==> src/design/ple_pkg.sv <==
// Shared types, sizes and codes for the positional list engine.
`default_nettype none
package ple_pkg;

    localparam int CAPACITY   = 64;
    localparam int DATA_W     = 32;
    localparam int CNT_W      = $clog2(CAPACITY + 1);
    localparam int IDX_W      = $clog2(CAPACITY);
    localparam int GROUP_SIZE = 8;
    localparam int NUM_GROUPS = CAPACITY / GROUP_SIZE;
    localparam int OFF_W      = $clog2(GROUP_SIZE);
    localparam int GRP_W      = $clog2(NUM_GROUPS);

    localparam logic [2:0] ACT_ADD    = 3'd0;
    localparam logic [2:0] ACT_INSERT = 3'd1;
    localparam logic [2:0] ACT_SET    = 3'd2;
    localparam logic [2:0] ACT_REMOVE = 3'd3;
    localparam logic [2:0] ACT_GET    = 3'd4;
    localparam logic [2:0] ACT_FIND   = 3'd5;
    localparam logic [2:0] ACT_CLEAR  = 3'd6;

    localparam logic [1:0] CELL_HOLD   = 2'd0;
    localparam logic [1:0] CELL_WRITE  = 2'd1;
    localparam logic [1:0] CELL_INSERT = 2'd2;
    localparam logic [1:0] CELL_REMOVE = 2'd3;

    typedef struct packed {
        logic [2:0]              action;
        logic [CNT_W-1:0]        position;
        logic signed [DATA_W-1:0] data_value;
    } req_t;

    typedef struct packed {
        logic                     ok;
        logic signed [DATA_W-1:0] read_value;
        logic [IDX_W-1:0]         found_position;
        logic [CNT_W-1:0]         count;
        logic                     is_empty;
        logic signed [DATA_W-1:0] front_value;
        logic signed [DATA_W-1:0] back_value;
    } rsp_t;

    typedef struct packed {
        logic [1:0]        op;
        logic [CNT_W-1:0]  pos;
        logic [DATA_W-1:0] data;
    } cell_cmd_t;

    typedef struct packed {
        logic [DATA_W-1:0] key;
        logic [CNT_W-1:0]  count;
        logic [CNT_W-1:0]  sel_idx;
    } cell_probe_t;

    typedef struct packed {
        logic              any_match;
        logic [OFF_W-1:0]  match_off;
        logic [DATA_W-1:0] sel_value;
    } grp_t;

endpackage
`default_nettype wire

==> src/design/ple_cell.sv <==
// One list cell: holds an element, shifts with its neighbors, compares and selects.
`default_nettype none
module ple_cell
    import ple_pkg::*;
(
    input  wire logic              aclk,
    input  wire logic [IDX_W-1:0]  cell_index,
    input  wire cell_cmd_t         cmd,
    input  wire cell_probe_t       probe,
    input  wire logic [DATA_W-1:0] left_value,
    input  wire logic [DATA_W-1:0] right_value,
    output logic [DATA_W-1:0]      value,
    output logic                   match,
    output logic                   sel
);

    logic [DATA_W-1:0] value_reg;
    logic [DATA_W-1:0] value_next;
    logic [CNT_W-1:0]  idx;

    assign idx   = CNT_W'(cell_index);
    assign value = value_reg;
    assign match = (value_reg == probe.key) && (idx < probe.count);
    assign sel   = (idx == probe.sel_idx);

    always_comb begin
        value_next = value_reg;
        unique case (cmd.op)
            CELL_HOLD: begin
                value_next = value_reg;
            end
            CELL_WRITE: begin
                if (idx == cmd.pos) value_next = cmd.data;
            end
            CELL_INSERT: begin
                if (idx > cmd.pos) value_next = left_value;
                else if (idx == cmd.pos) value_next = cmd.data;
            end
            CELL_REMOVE: begin
                if (idx >= cmd.pos) value_next = right_value;
            end
        endcase
    end

    always_ff @(posedge aclk) begin
        value_reg <= value_next;
    end

endmodule
`default_nettype wire

==> config.mk <==
export PLATFORM = sky130hd
export DESIGN_NAME = ple_cell
export DESIGN_NICKNAME = d
export VERILOG_FILES = /design/src/design/ple_pkg.sv /design/src/design/ple_cell.sv
export SDC_FILE = /design/constraint.sdc
export NUM_CORES = 1
export LEC_CHECK = 0
export ABC_AREA = 1
export BUFFER_PORTS_ARGS = -buffer_cell sky130_fd_sc_hd__buf_2
export CAP_MARGIN = 30
export CELL_PAD_IN_SITES_DETAIL_PLACEMENT = 2
export CELL_PAD_IN_SITES_GLOBAL_PLACEMENT = 2
export CORE_MARGIN = 4
export CORE_UTILIZATION = 24
export DETAILED_ROUTE_END_ITERATION = 8
export PLACE_DENSITY_LB_ADDON = 0.1
export SYNTH_ARGS = -nofsm -noshare
export SYNTH_HDL_FRONTEND = slang
export SYNTH_SLANG_ARGS = --single-unit
export TNS_END_PERCENT = 5
==> constraint.sdc <==
create_clock -name aclk -period 6 [get_ports aclk]
set_input_delay 1.2 -clock aclk [delete_from_list [all_inputs] [get_ports aclk]]
set_output_delay 1.2 -clock aclk [all_outputs]
set_load 0.05 [all_outputs]
==> impl_results.md <==
* Final Power at 0.00104 W
* Via density per instance at between 4 and 5
* Relative slew slack at 38.1%
* Placer's final routability congestion estimate at around 0.76
* Post-route design area at 4730 um^2
* Worst clock skew on the final layout at 0 ps
* Number of design-rule violations left by the first detailed-router iteration at about 100
* Starting Density at between 20% and 30%
* Fraction of final layout cells with drive strength greater than 1 at 28.9%
* Count of flip-flops with a built-in enable after synthesis at 32
* Syn_area_per_cell at 6.17 um^2
* Simple-gate area share of the yosys netlist at 33.1%
* Total gr overflow at 0
* Worst setup path end: match
* Final worst path period need at about 3800 ps
* Launching element type of the critical path: input pin
* Layout Area Growth over Synthesis at 32.9%
* Data arrival, critical path at around 2600 ps
* Setup repair after global routing missed its margin: no
* Detailed-route via count at 4351
* Worst setup path startpoint: cell_index[2]
* Critical path class: in -> out
* Pin count of the biggest net entering global routing at 66
* TritonCTS buffer count at 5
* Final critical-path setup slack at 2160 ps
* Logic depth of the worst register-to-register path at 6
* Nets in the synthesized netlist at 746
* Count of unresolved DRC violations after routing at 0
* Most frequent cells in the layout: 191 x sky130_fd_sc_hd__buf_2, 184 x sky130_fd_sc_hd__nand2_1, 122 x sky130_fd_sc_hd__inv_1, 67 x sky130_fd_sc_hd__nand3_1, 54 x sky130_fd_sc_hd__o21ai_1
* Total of buffers placed on input and output ports at 191
* Post-synthesis adder-cell area fraction at just under 4%
* Antenna diodes at 0
* Final-report hold violation count at 0
* Via count of the first global-routing pass at 4757
* Number of flip-flops and latches in the synthesized netlist at 32
* Number of detailed-routing iterations run before antenna repair at 4
* Post-CTS Setup Repair Bufs at 0
* Post-synthesis instance area at 3560 um^2
* Chip Width at 130 um
* Logic depth of the worst path, buffers included at 8
* Die area at about 17000 um^2
* Core footprint at 14500 um^2
* Row cnt at 44
* Antenna-violating nets left at 0
* H-tree Lvls at 2
* Main combinational cell family by area after synthesis: simple AND/OR/NAND/NOR gates
* R2r startpoint: value[25]
* Setup violators final at 0
* Asr flop ratio synth at 0%
* GRT Total Usage at 18.7%
* Clk Latency, worst-skew pair at about 290 ps
* Library cell used as clock root buffer: sky130_fd_sc_hd__clkbuf_16
* Slew at the pin closest to its max-slew limit at a little over 900 ps
* Proportion of synthesized area in mux cells at 0%
* Setup slack of the worst register-to-register path at 4690 ps
* Die Ht at 130 um
* Clock tree from TritonCTS: done
* Critical path capture point type: output pin
* # placed instances at 930
* Compound-gate portion of the synthesized area at a little over an eighth
* Ys flop type: sky130_fd_sc_hd__edfxtp_1
* Number of pins exceeding their max-slew limit in the final report at 0
* Slowest library cell on the worst path: sky130_fd_sc_hd__ha_1
* Result of the run: finished clean
* Ratio of final minimum period to clock period at 64.1%
* First-pass GRT wire length at 24400 um
* Highest net fanout along the worst path at 3
* Yosys Warn Count at 0
* Total power density per cell area at 220 nW/um^2
* Number of non-filler instances in the completed layout at 938
* Crit path buf inv count at 2
* Crit path cell chain: buf_2 -> ha_1 -> a21oi_1 -> nand2_1 -> nand2_1 -> nand4_1 -> nor2_1 -> buf_2
* Total length of routed wires at 16100 um
* Worst min-delay path category: reg -> reg
* TritonCTS Sinks at 32
* Initial antenna violation count at 1
* Reported max-cap violation count at 0
* Number of flip-flops in the largest register at 32
* Fmax at 260 MHz
* Slowest stage delay, CP at 300 ps
* Worst path top cell family by delay: simple AND/OR/NAND/NOR gates
* Number of gates resized after CTS at 0
* Placement Setup Slack at between 1500 and 2000 ps
* Hold buffer count at cts at 0
* Reg2reg end: value[25]
* Share of synthesized area occupied by flip-flops and latches at 27.0%
* WL/cell at 17.1 um
* Leak pwr at 2.71 nW
* Final layout net count at approximately 900
* Worst vdd ir at 83.2 uV
* Xor/xnor share of the synthesized area at ~4.2%
* Post-detailed-placement cell area at 4600 um^2
* Data required time at the worst endpoint at between 4000 and 5000 ps
* Clock-pin transition on the worst setup and hold timing paths at ~60 ps
* Detailed placement HPWL at 12600 um
* Fillcell total at about 1.9k
* Setup TNS at 0 ps
* Synth cell types at 25
* Total I/O pin count at 192
* Number of buffers on the longest clock path at 2
* Number of cells produced by synthesis at a little under 600
* Most common cell after layout, fill and taps aside: sky130_fd_sc_hd__buf_2
final cells by class:
cell class                      instances  area [um^2]  area share [%]
Multi-Input combinational cell        398         1970            41.6
Clock inverter                          1         3.75          0.0793
Sequential cell                        32          961            20.3
Tap cell                              184          230            4.87
Clock buffer                            7          133            2.80
Inverter                              122          458            9.68
Timing Repair Buffer                  194          978            20.7
cell families after synthesis:
group	count (synthesis)
and+or+nand+nor	284
AOI/OAI and AO/OA	86
buffers and inverters	147
adders and majority gates	11
xor gates and xnor gates	17
DFF	32
power breakdown:
part           leakage [nW]  switching (W)  total (W)  internal, W
Sequential            0.325      0.0000270   0.000318     0.000291
Clock                0.0655       0.000106   0.000259     0.000153
Combinational          2.32       0.000317   0.000463     0.000146
worst min path at each step:
| stage | from | end | slack (ps) | cells after the start |
|---|---|---|---|---|
| detailed placement | value[0] | value[0] | 840 | 6 |
| CTS | value[22] | value[22] | 860 | 6 |
| floorplan | value[6] | value[6] | 1110 | 6 |
| global placement | value[2] | value[2] | 800 | 6 |
| finish | value[29] | value[29] | 840 | 6 |
| global route | value[30] | value[30] | 920 | 6 |
metrics by stage:
| step | utilization, % | hold WS, ps |
|---|---|---|
| detailed placement | 31.6 | 837 |
| global route | 32.6 | 924 |
| global placement | 31.6 | 804 |
| finish | 32.6 | 844 |
| floorplan | - | 1110 |
| CTS | 32.6 | 855 |
worst reg2reg max path, delay by kind of cell, from the launching register on:
kind	cells	cell delay (ps)
buffers and inverters	1	190
AO/OA/AOI/OAI	1	130
AND/OR/NAND/NOR	4	320
flip-flops	1	420
routing by layer:
metal	part of all wire [%]	track usage (%)
met5	0.044	0
met4	0.87	3.79
met3	5.9	3.77
met2	51	34.6
met1	43	22.5
synth_stat cells (3+ instances only):
| library cell | instances | area (um^2) |
|---|---|---|
| sky130_fd_sc_hd__nand2_1 | 184 | 691 |
| sky130_fd_sc_hd__inv_1 | 122 | 458 |
| sky130_fd_sc_hd__nand3_1 | 67 | 335 |
| sky130_fd_sc_hd__o21ai_1 | 54 | 270 |
| sky130_fd_sc_hd__edfxtp_1 | 32 | 961 |
| sky130_fd_sc_hd__nor2_1 | 23 | 86.3 |
| sky130_fd_sc_hd__o21ai_0 | 16 | 80.1 |
| sky130_fd_sc_hd__xnor2_1 | 16 | 140 |
| sky130_fd_sc_hd__ha_1 | 11 | 138 |
| sky130_fd_sc_hd__buf_6 | 10 | 113 |
| sky130_fd_sc_hd__o21ai_2 | 10 | 87.6 |
| sky130_fd_sc_hd__buf_2 | 9 | 45.0 |
| sky130_fd_sc_hd__a21oi_1 | 3 | 15.0 |
| sky130_fd_sc_hd__buf_4 | 3 | 22.5 |
| sky130_fd_sc_hd__clkbuf_1 | 3 | 11.3 |
(Power assumes the default switching activity.)
