<file path="src/design/ple_pkg.sv">
// Shared types, sizes and codes for the positional list engine.
`default_nettype none
package ple_pkg;

    localparam int CAPACITY   = 64;
    localparam int DATA_W     = 32;
    localparam int CNT_W      = $clog2(CAPACITY + 1);
    localparam int IDX_W      = $clog2(CAPACITY);
    localparam int GROUP_SIZE = 8;
    localparam int NUM_GROUPS = CAPACITY / GROUP_SIZE;
    localparam int OFF_W      = $clog2(GROUP_SIZE);
    localparam int GRP_W      = $clog2(NUM_GROUPS);

    localparam logic [2:0] ACT_ADD    = 3'd0;
    localparam logic [2:0] ACT_INSERT = 3'd1;
    localparam logic [2:0] ACT_SET    = 3'd2;
    localparam logic [2:0] ACT_REMOVE = 3'd3;
    localparam logic [2:0] ACT_GET    = 3'd4;
    localparam logic [2:0] ACT_FIND   = 3'd5;
    localparam logic [2:0] ACT_CLEAR  = 3'd6;

    localparam logic [1:0] CELL_HOLD   = 2'd0;
    localparam logic [1:0] CELL_WRITE  = 2'd1;
    localparam logic [1:0] CELL_INSERT = 2'd2;
    localparam logic [1:0] CELL_REMOVE = 2'd3;

    typedef struct packed {
        logic [2:0]              action;
        logic [CNT_W-1:0]        position;
        logic signed [DATA_W-1:0] data_value;
    } req_t;

    typedef struct packed {
        logic                     ok;
        logic signed [DATA_W-1:0] read_value;
        logic [IDX_W-1:0]         found_position;
        logic [CNT_W-1:0]         count;
        logic                     is_empty;
        logic signed [DATA_W-1:0] front_value;
        logic signed [DATA_W-1:0] back_value;
    } rsp_t;

    typedef struct packed {
        logic [1:0]        op;
        logic [CNT_W-1:0]  pos;
        logic [DATA_W-1:0] data;
    } cell_cmd_t;

    typedef struct packed {
        logic [DATA_W-1:0] key;
        logic [CNT_W-1:0]  count;
        logic [CNT_W-1:0]  sel_idx;
    } cell_probe_t;

    typedef struct packed {
        logic              any_match;
        logic [OFF_W-1:0]  match_off;
        logic [DATA_W-1:0] sel_value;
    } grp_t;

endpackage
`default_nettype wire

</file>
<file path="src/design/ple_group.sv">
// Registered reduction of one group of cells: first match and selected value.
`default_nettype none
module ple_group
    import ple_pkg::*;
(
    input  wire logic                                aclk,
    input  wire logic [GROUP_SIZE-1:0][DATA_W-1:0]   values,
    input  wire logic [GROUP_SIZE-1:0]               match,
    input  wire logic [GROUP_SIZE-1:0]               sel,
    output grp_t                                     grp
);

    grp_t grp_reg;
    grp_t grp_next;

    assign grp = grp_reg;

    always_comb begin
        grp_next = '0;
        for (int k = GROUP_SIZE - 1; k >= 0; k--) begin
            if (match[k]) begin
                grp_next.any_match = 1'b1;
                grp_next.match_off = OFF_W'(k);
            end
        end
        for (int k = 0; k < GROUP_SIZE; k++) begin
            grp_next.sel_value = grp_next.sel_value | (values[k] & {DATA_W{sel[k]}});
        end
    end

    always_ff @(posedge aclk) begin
        grp_reg <= grp_next;
    end

endmodule
`default_nettype wire
</file>
<file path="config.mk">
export PLATFORM = sky130hd
export DESIGN_NAME = ple_group
export DESIGN_NICKNAME = d
export VERILOG_FILES = /design/src/design/ple_pkg.sv /design/src/design/ple_group.sv
export SDC_FILE = /design/constraint.sdc
export NUM_CORES = 1
export LEC_CHECK = 0
export CAP_MARGIN = 30
export CORE_AREA = 4 4 117 119
export CTS_CLUSTER_DIAMETER = 40
export DETAILED_ROUTE_END_ITERATION = 10
export DIE_AREA = 0 0 121 123
export DONT_BUFFER_PORTS = 1
export REMOVE_ABC_BUFFERS = 1
export SLEW_MARGIN = 30
export SYNTH_ARGS = -nofsm -noshare
export SYNTH_HDL_FRONTEND = slang
export SYNTH_SLANG_ARGS = --single-unit
export TNS_END_PERCENT = 10
</file>
<file path="constraint.sdc">
create_clock -name aclk -period 0.8 [get_ports aclk]
set_input_delay 0.04 -clock aclk [delete_from_list [all_inputs] [get_ports aclk]]
set_output_delay 0.04 -clock aclk [all_outputs]
set_load 0.02 [all_outputs]
</file>
==> results.sh, run 1 <==
export IMPL_synth_most_common_cell="a22oi_1"
export IMPL_cts_sinks=36
export IMPL_rsz0062_at_grt="no"
export IMPL_syn2layout_area_growth_pct=44.7
export IMPL_ys_seq_area_share_pct=33.7
export IMPL_clock_path_buffers=2
export IMPL_placed_cells=382
export IMPL_fin_area_um2=3100
export IMPL_maxSlewViolCount=0
export IMPL_vias=2725
export IMPL_worstHoldPathCells=2
export IMPL_peakVddDrop_mv=0.606
export IMPL_die_w_um=121
export IMPL_synth_warnings=0
export IMPL_tightest_slew_ns=0.407
export IMPL_p_int_mw=3.66
export IMPL_largest_register_ffs=36
export IMPL_p_seq_share_pct=42.0
export IMPL_relSlewSlack_pct=72.8
export IMPL_htree_num_levels=2
export IMPL_wl_per_cell_um=26.8
export IMPL_gp_congestion=0.722
export IMPL_io_buffers=0
export IMPL_end_kind="register"
export IMPL_cts_root_buf="clkbuf_16"
export IMPL_synthTopCellsByCount="a22oi_1, dfxtp_1, nand4_1"
export IMPL_drt_iter0_markers=163
export IMPL_leakage_nw=1.07
export IMPL_status="finished with violations"
export IMPL_synthesis_area_um2=2140
export IMPL_power_total_mw=4.93
export IMPL_p_clk_share_pct=42.1
export IMPL_ys_flop_type="dfxtp_1"
export IMPL_cpMaxStageDelayCell="dlygate4sd3_1"
export IMPL_dieArea_um2=14900
export IMPL_yosys_area_top_type_share_pct=44.9
export IMPL_grt_overflow=0
export IMPL_crit_chain="dlygate4sd3_1, a22oi_1, nand4_1"
export IMPL_synth_top_area_cell="a22oi_1"
export IMPL_diodes=0
export IMPL_powerDensity_nw_per_um2=1590
export IMPL_cap_violations=0
export IMPL_path_clk_slew_ns=0.06
export IMPL_failed_checks="hold timing"
export IMPL_ios=309
export IMPL_p_switching_mw=1.26
export IMPL_cts_tree="yes"
export IMPL_clock_fmax_mhz=1300
export IMPL_fin_crit_sh_pct=96.5
export IMPL_synth_top_cells_by_area="a22oi_1, dfxtp_1, nand4_1"
export IMPL_grt_pass1_vias=2849
export IMPL_critPathLaunchType="input port"
export IMPL_cp_max_fo=1
export IMPL_vias_per_cell=5.86
export IMPL_dp_hpwl_mm=8.63
export IMPL_antenna_found_initial=0
export IMPL_cts_setup_buffers=0
export IMPL_numCtsBuffers=5
export IMPL_slowest_delay_ns=0.55
export IMPL_drtAntennaViolNets=0
export IMPL_die_y_um=123
export IMPL_min_path_type="input port to register"
export IMPL_grt_max_degree=33
export IMPL_tns_ns=0
export IMPL_synthArstFlopShare_pct=0
export IMPL_ys_ff_latch=36
export IMPL_cp_arrival_ns=0.90
export IMPL_drive_gt1_share_pct=4.78
export IMPL_layout_nets=565
export IMPL_rows=41
export IMPL_drc=0
export IMPL_coreArea_um2=12600
export IMPL_hold_viol_final=34
export IMPL_p_comb_share_pct=15.9
export IMPL_start_util_pct=17.0
export IMPL_path_class="input port to register"
export IMPL_wl_mm=12.5
export IMPL_synth_edf_count=0
export IMPL_grt_pass1_wl_mm=16.3
export IMPL_dpl_cell_area_um2=2180
export IMPL_cp_required_ns=0.93
export IMPL_synth_cells=234
export IMPL_first_pass_iters=4
export IMPL_hold_slack_ns=-0.138
export IMPL_setup_viol=0
export IMPL_final_cells=465
export IMPL_ys_types=15
export IMPL_switching_share_pct=25.7
export IMPL_syn_avg_cell_area_um2=9.14
export IMPL_grtUsageTotal_pct=14.8
export IMPL_min_period_ns=0.772
final timing paths:
kind       start       to  slack [ns]
max   values[40]   grp[8]        0.03
min     match[1]  grp[35]       -0.14
metal layers:
| layer | global-route usage, % | share of wire (%) | vias to the layer above |
|---|---|---|---|
| met5 | 0 | 0 | - |
| met4 | 8.22 | 3.7 | 0 |
| met3 | 6.45 | 13 | 28 |
| met2 | 26.5 | 51 | 298 |
| met1 | 14.2 | 33 | 1275 |
| li1 | - | - | 1124 |
cells in the final DEF, fill, tap and decap left out, drive strengths merged:
cell type / Yosys / final
o41ai: 1 / 1
a211oi: 1 / 1
nor4: 2 / 2
a21oi: 2 / 2
nor2: 3 / 3
nand4: 32 / 32
a22oi: 128 / 128
nor2b: 2 / 2
o21ai: 1 / 1
clkbuf: 0 / 6
nand2: 1 / 1
dlygate4sd3: 0 / 75
dfxtp: 36 / 36
inv: 1 / 1
clkinv: 0 / 2
through the flow:
step / hold WS [ns] / worst slack, ns / utilization (%)
final: -0.138 / 0.0282 / 24.6
after global routing: -0.141 / 0.000811 / 24.6
after CTS: -0.153 / 0.00157 / 22.6
after detailed placement: 0.125 / 0.0805 / 17.3
after global placement: 0.121 / 0.0918 / 17.3
after floorplan: 0.113 / 0.252 / -
layout make-up:
class | count | area, µm²
fill | 1326 | 9470
multi-input combinational | 173 | 1250
timing repair buffer | 75 | 751
sequential | 36 | 723
tap | 172 | 215
clock buffer | 6 | 139
clock inverter | 2 | 10.0
inverter | 1 | 3.75
kinds of logic (layout without fill, tap and decap cells):
kind of cell    count (synthesis)  in the layout  synth area share (%)
compound gates                133            133                  46.4
buf+inv                        25             84                  8.42
flops                          36             36                  33.7
simple gates                   40             40                  11.5
worst max-delay path: cells and delay by family:
kind / cells / cell delay, ns
AO/OA/AOI/OAI: 1 / 0.14
AND/OR/NAND/NOR: 1 / 0.18
buffers and inverters: 1 / 0.55
power groups by stage:
stage | clock, mW | combinational [mW] | sequential (mW)
6_report | 2.07 | 0.784 | 2.07
5_1_grt | 2.20 | 0.862 | 2.08
4_1_cts | 2.18 | 0.671 | 2.07
3_5_place_dp | 0 | 0.468 | 2.11
3_3_place_gp | 0 | 0.447 | 2.11
2_1_floorplan | 0 | 0.399 | 2.09
what timing repair did:
item | CTS | global route
endpoints found under the setup margin | 1 | 5
pin swaps | 0 | 2
resized for setup | 1 | 4
hold buffers | 51 | 24
hold endpoints to repair | 36 | 34
No activity file was read; power rests on OpenSTA's default activity.
==> run 2: changes to the inputs <==
Settings changed: CELL_PAD_IN_SITES_DETAIL_PLACEMENT from default to 0, CELL_PAD_IN_SITES_GLOBAL_PLACEMENT from default to 1, PLACE_DENSITY_LB_ADDON from default to 0.1.
Clock period 0.8 ns to 0.95 ns, I/O delays scaled along.
==> run 2 against run 1 <==
Against the previous run: the flow still finishes with violations (hold timing); global-route usage rose by 0.71 points; worst setup slack better by 0.027 ns; critical endpoint is now grp[35]; die area unchanged; highest routed layer unchanged; sequential share of layout area fell by 0.27 points.
==> results.sh, run 2 (synthesis results as in run 1) <==
export IMPL_status="finished with violations"
export IMPL_failed_checks="hold timing"
export IMPL_cp_required_ns=1.12
export IMPL_p_int_mw=3.01
export IMPL_wl_per_cell_um=27.0
export IMPL_p_switching_mw=1.04
export IMPL_clock_fmax_mhz=1120
export IMPL_relSlewSlack_pct=67.8
export IMPL_grt_pass1_wl_mm=16.9
export IMPL_vias=2639
export IMPL_seqCellArea_um2=721
export IMPL_dieArea_um2=14900
export IMPL_switching_share_pct=25.6
export IMPL_layout_commonest_cell="a22oi_1"
export IMPL_hold_slack_ns=-0.0913
export IMPL_path_class="input port to register"
export IMPL_start_util_pct=17.0
export IMPL_gp_congestion=0.746
export IMPL_critPathLaunchType="input port"
export IMPL_peakVddDrop_mv=0.479
export IMPL_wl_mm=12.6
export IMPL_p_comb_share_pct=16.8
export IMPL_grt_max_degree=33
export IMPL_layout_nets=570
export IMPL_fillCellCount=1336
export IMPL_path_clk_slew_ns=0.06
export IMPL_hold_viol_final=32
export IMPL_cp_arrival_ns=1.06
export IMPL_p_clk_share_pct=40.0
export IMPL_grtUsageTotal_pct=15.5
export IMPL_min_path_type="input port to register"
export IMPL_first_pass_iters=4
export IMPL_diodes=0
export IMPL_cts_sinks=36
export IMPL_setup_viol=0
export IMPL_tns_ns=0
export IMPL_grt_overflow=0
export IMPL_fin_ws_ns=0.0557
export IMPL_cp_max_fo=3
export IMPL_min_from="sel[5]"
export IMPL_min_to="grp[28]"
export IMPL_drtAntennaViolNets=0
export IMPL_cts_root_buf="clkbuf_16"
export IMPL_fin_area_um2=3120
export IMPL_dp_hpwl_mm=8.83
export IMPL_htree_num_levels=2
export IMPL_placed_cells=382
export IMPL_coreArea_um2=12600
export IMPL_powerDensity_nw_per_um2=1300
export IMPL_final_cells=469
export IMPL_cts_setup_buffers=0
export IMPL_tightest_slew_ns=0.482
export IMPL_die_y_um=123
export IMPL_largest_register_ffs=36
export IMPL_pre_cts_ws_ns=0.179
export IMPL_dpl_cell_area_um2=2180
export IMPL_cap_violations=0
export IMPL_syn2layout_area_growth_pct=45.9
export IMPL_numCtsBuffers=5
export IMPL_power_total_mw=4.05
export IMPL_leakage_nw=1.09
export IMPL_vias_per_cell=5.63
export IMPL_p_seq_share_pct=43.2
export IMPL_die_w_um=121
export IMPL_multi_input_area_um2=1240
export IMPL_min_period_ns=0.894
export IMPL_io_buffers=0
export IMPL_drc=0
export IMPL_drt_iter0_markers=91
export IMPL_rsz0062_at_grt="no"
export IMPL_grt_pass1_vias=2851
export IMPL_clock_path_buffers=2
export IMPL_antenna_found_initial=0
export IMPL_maxSlewViolCount=0
export IMPL_mostFrequentLayoutCells="a22oi_1, dlygate4sd3_1, dfxtp_1"
export IMPL_worstHoldPathCells=2
export IMPL_end_kind="register"
export IMPL_drive_gt1_share_pct=2.69
export IMPL_fin_crit_sh_pct=94.1
export IMPL_ios=309
export IMPL_rows=41
export IMPL_cts_tree="yes"
## run 2: cell types whose count changed in the layout (fill, tap and decap cells not counted)
cell / delta
dlygate4sd3_1: +4
a22oi_1: +2
a22oi_2: -2
dfxtp_1: +2
dfxtp_2: -2
clkbuf_1: +1
clkbuf_8: -1
clkinv_2: -1
dlymetal6s4s_1: +1
## run 2: layer usage
layer / share of wire [%] / track usage [%] / up-vias
met2: 54 / 29.2 / 187
li1: - / - / 1136
met1: 35 / 15.5 / 1296
met5: 0 / 0 / -
met4: 2.4 / 5.45 / 0
met3: 8.5 / 5.67 / 20
## run 2: final cells by class
| class | instances | area share, % |
|---|---|---|
| inverter | 1 | 0.120 |
| multi-input combinational | 173 | 39.9 |
| sequential | 36 | 23.1 |
| tap | 172 | 6.89 |
| clock buffer | 6 | 4.13 |
| clock inverter | 1 | 0.160 |
| timing repair buffer | 80 | 25.7 |
## run 2: through the flow
step                hold slack (ns)  utilization, %
finish                      -0.0913            24.8
CTS                          -0.113            23.6
floorplan                     0.120               -
global placement              0.126            17.3
detailed placement            0.126            17.3
global route                 -0.101            24.8
## run 2: worst max path at each step
stage                         from  cells past startpoint      end
after floorplan           match[5]                      2  grp[35]
after global placement      sel[0]                      2  grp[25]
after detailed placement    sel[0]                      2  grp[25]
after CTS                 match[5]                      3  grp[35]
after global routing      match[0]                      2  grp[32]
final                     match[5]                      3  grp[35]
## run 2: what timing repair did
action | CTS | global route
gates resized for setup | 0 | 2
endpoints found under the hold margin | 36 | 32
endpoints found under the setup margin | 0 | 2
hold buffers | 65 | 15
## run 2: critical path: stages
cell           delay (ns)
dlygate4sd3_1        0.59
nor4_2               0.34
nand2_1              0.09
## run 2: power groups by stage
stage                     clock network [mW]  logic, mW  registers [mW]
after detailed placement                   0      0.397            1.79
after global routing                    1.77      0.750            1.76
final                                   1.62      0.679            1.75
after CTS                               1.71      0.629            1.75
after global placement                     0      0.394            1.79
after floorplan                            0      0.336            1.76
==> run 3: changes to the inputs <==
Settings changed: ABC_AREA from default to 1, CORE_AREA 4 4 117 119 to 4 4 118 120, DIE_AREA 0 0 121 123 to 0 0 122 124, HOLD_SLACK_MARGIN from default to 0.08.
==> run 3 against run 2 <==
Against the previous run: the flow still finishes with violations (hold timing); clock power increased by 4%; final cell count increased by 42%; sequential cell count unchanged; combinational power increased by 32%; fmax increased by 2.7%; area after synthesis increased by 15%; sequential power about the same; hold slack got worse by 0.0087 ns; critical path depth increased by 1; total power increased by 7.0%; highest routed layer unchanged.
==> results.sh, run 3 <==
export IMPL_first_pass_iters=4
export IMPL_synth_cells=418
export IMPL_tns_ns=0
export IMPL_die_w_um=122
export IMPL_peakVddDrop_mv=0.507
export IMPL_critPathTopFamily="buffers and inverters"
export IMPL_die_y_um=124
export IMPL_drtAntennaViolNets=0
export IMPL_hold_slack_ns=-0.100
export IMPL_grt_overflow=0
export IMPL_cp_arrival_ns=1.04
export IMPL_dieArea_um2=15100
export IMPL_synth_most_common_cell="nand2_1"
export IMPL_grt_pass1_wl_mm=17.3
export IMPL_vias=3218
export IMPL_grt_max_degree=33
export IMPL_synthTopCellsByCount="nand2_1, a21oi_1, nand3_1"
export IMPL_leakage_nw=1.61
export IMPL_numCtsBuffers=5
export IMPL_gp_congestion=0.783
export IMPL_drt_iter0_markers=90
export IMPL_coreArea_um2=13000
export IMPL_powerDensity_nw_per_um2=1200
export IMPL_wl_mm=12.8
export IMPL_cts_sinks=36
export IMPL_largest_register_ffs=36
export IMPL_cp_max_fo=2
export IMPL_fillCellCount=1485
export IMPL_drc=0
export IMPL_cts_tree="yes"
export IMPL_setup_viol=0
export IMPL_drive_gt1_share_pct=1.83
export IMPL_start_util_pct=18.9
export IMPL_synth_warnings=0
export IMPL_fin_crit_sh_pct=91.6
export IMPL_grt_pass1_vias=3298
export IMPL_wl_per_cell_um=19.1
export IMPL_clock_fmax_mhz=1150
export IMPL_power_total_mw=4.33
export IMPL_min_path_type="input port to register"
export IMPL_synth_top_cells_by_area="nand2_1, dfxtp_1, a21oi_1"
export IMPL_synthArstFlopShare_pct=0
export IMPL_multi_input_area_um2=1560
export IMPL_min_period_ns=0.871
export IMPL_rsz0062_at_grt="no"
export IMPL_ys_seq_area_share_pct=29.3
export IMPL_layout_commonest_cell="nand2_1"
export IMPL_end_kind="register"
export IMPL_failed_checks="hold timing"
export IMPL_dp_hpwl_mm=8.89
export IMPL_crit_chain="dlygate4sd3_1, or2_1, nor3_2, nand2_1"
export IMPL_clock_path_buffers=2
export IMPL_ys_types=14
export IMPL_cp_required_ns=1.12
export IMPL_seqCellArea_um2=721
export IMPL_layout_nets=764
export IMPL_cap_violations=0
export IMPL_crit_buf_inv=1
export IMPL_hold_viol_final=30
export IMPL_path_class="input port to register"
export IMPL_ios=309
export IMPL_io_buffers=0
export IMPL_slowest_delay_ns=0.53
export IMPL_vias_per_cell=4.82
export IMPL_critPathLaunchType="input port"
export IMPL_diodes=0
export IMPL_syn_avg_cell_area_um2=5.88
export IMPL_cts_setup_buffers=0
export IMPL_synth_top_area_cell="nand2_1"
export IMPL_rows=42
export IMPL_maxSlewViolCount=0
export IMPL_placed_cells=570
export IMPL_relSlewSlack_pct=81.8
export IMPL_synthesis_area_um2=2460
export IMPL_cpMaxStageDelayCell="dlygate4sd3_1"
export IMPL_antenna_found_initial=0
export IMPL_final_cells=668
export IMPL_ys_flop_type="dfxtp_1"
export IMPL_syn2layout_area_growth_pct=46.4
export IMPL_synth_edf_count=0
export IMPL_htree_num_levels=2
export IMPL_status="finished with violations"
export IMPL_yosys_area_top_type_share_pct=32.4
export IMPL_path_clk_slew_ns=0.06
export IMPL_cts_root_buf="clkbuf_16"
export IMPL_grtUsageTotal_pct=15.2
export IMPL_ys_ff_latch=36
export IMPL_tightest_slew_ns=0.272
export IMPL_mostFrequentLayoutCells="nand2_1, dlygate4sd3_1, a21oi_1"
run 3: cell count changes after synthesis, moves of 3 or more:
cell	change
nand2_1	+211
nand4_1	-24
buf_4	+3
a22oi_1	-128
a22o_1	+19
nand3_1	+43
inv_1	+8
buf_6	-5
nor2_1	+9
a21oi_1	+50
run 3: kinds of logic (layout without fill, tap and decap cells):
logic type / Yosys count / after routing / synth area share, %
AO/OA/AOI/OAI: 72 / 72 / 17.6
buffers and inverters: 33 / 107 / 7.59
flip-flops: 36 / 36 / 29.3
AND/OR/NAND/NOR: 277 / 277 / 45.5
run 3: cell type report:
type,count,area share [%]
multi-input combinational,349,43.2
tap,176,6.12
sequential,36,20.0
inverter,9,0.939
timing repair buffer,90,25.6
clock buffer,8,4.07
run 3: what timing repair did:
item / 4_1_cts / 5_1_grt
endpoints found under the setup margin: 0 / 2
gates resized for setup: 0 / 1
endpoints found under the hold margin: 36 / 32
hold buffers: 81 / 9
run 3: path summary, 6_finish.rpt:
check | cells past startpoint | from | slack [ns] | to
max | 4 | match[6] | 0.08 | grp[35]
min | 2 | sel[3] | -0.1 | grp[3]
run 3: per-layer routing:
layer | wire, µm | track usage, %
met5 | 0 | 0
met4 | 279 | 6.30
met3 | 1090 | 4.31
met2 | 6940 | 30.2
met1 | 4480 | 14.6
run 3: metrics by stage:
step                cell area (µm²)  worst slack, ns  utilization [%]  hold WS [ns]
global placement               2520            0.268             19.5         0.128
detailed placement             2520            0.270             19.5         0.124
floorplan                      2300            0.327                -         0.117
global route                   3600           0.0451             27.7        -0.105
CTS                            3500           0.0251             27.0        -0.114
finish                         3600           0.0794             27.7        -0.100
run 3: where the power goes:
part,switching [mW],total (mW),internal (mW)
clock network,0.640,1.69,1.05
logic,0.366,0.897,0.531
registers,0.152,1.75,1.60
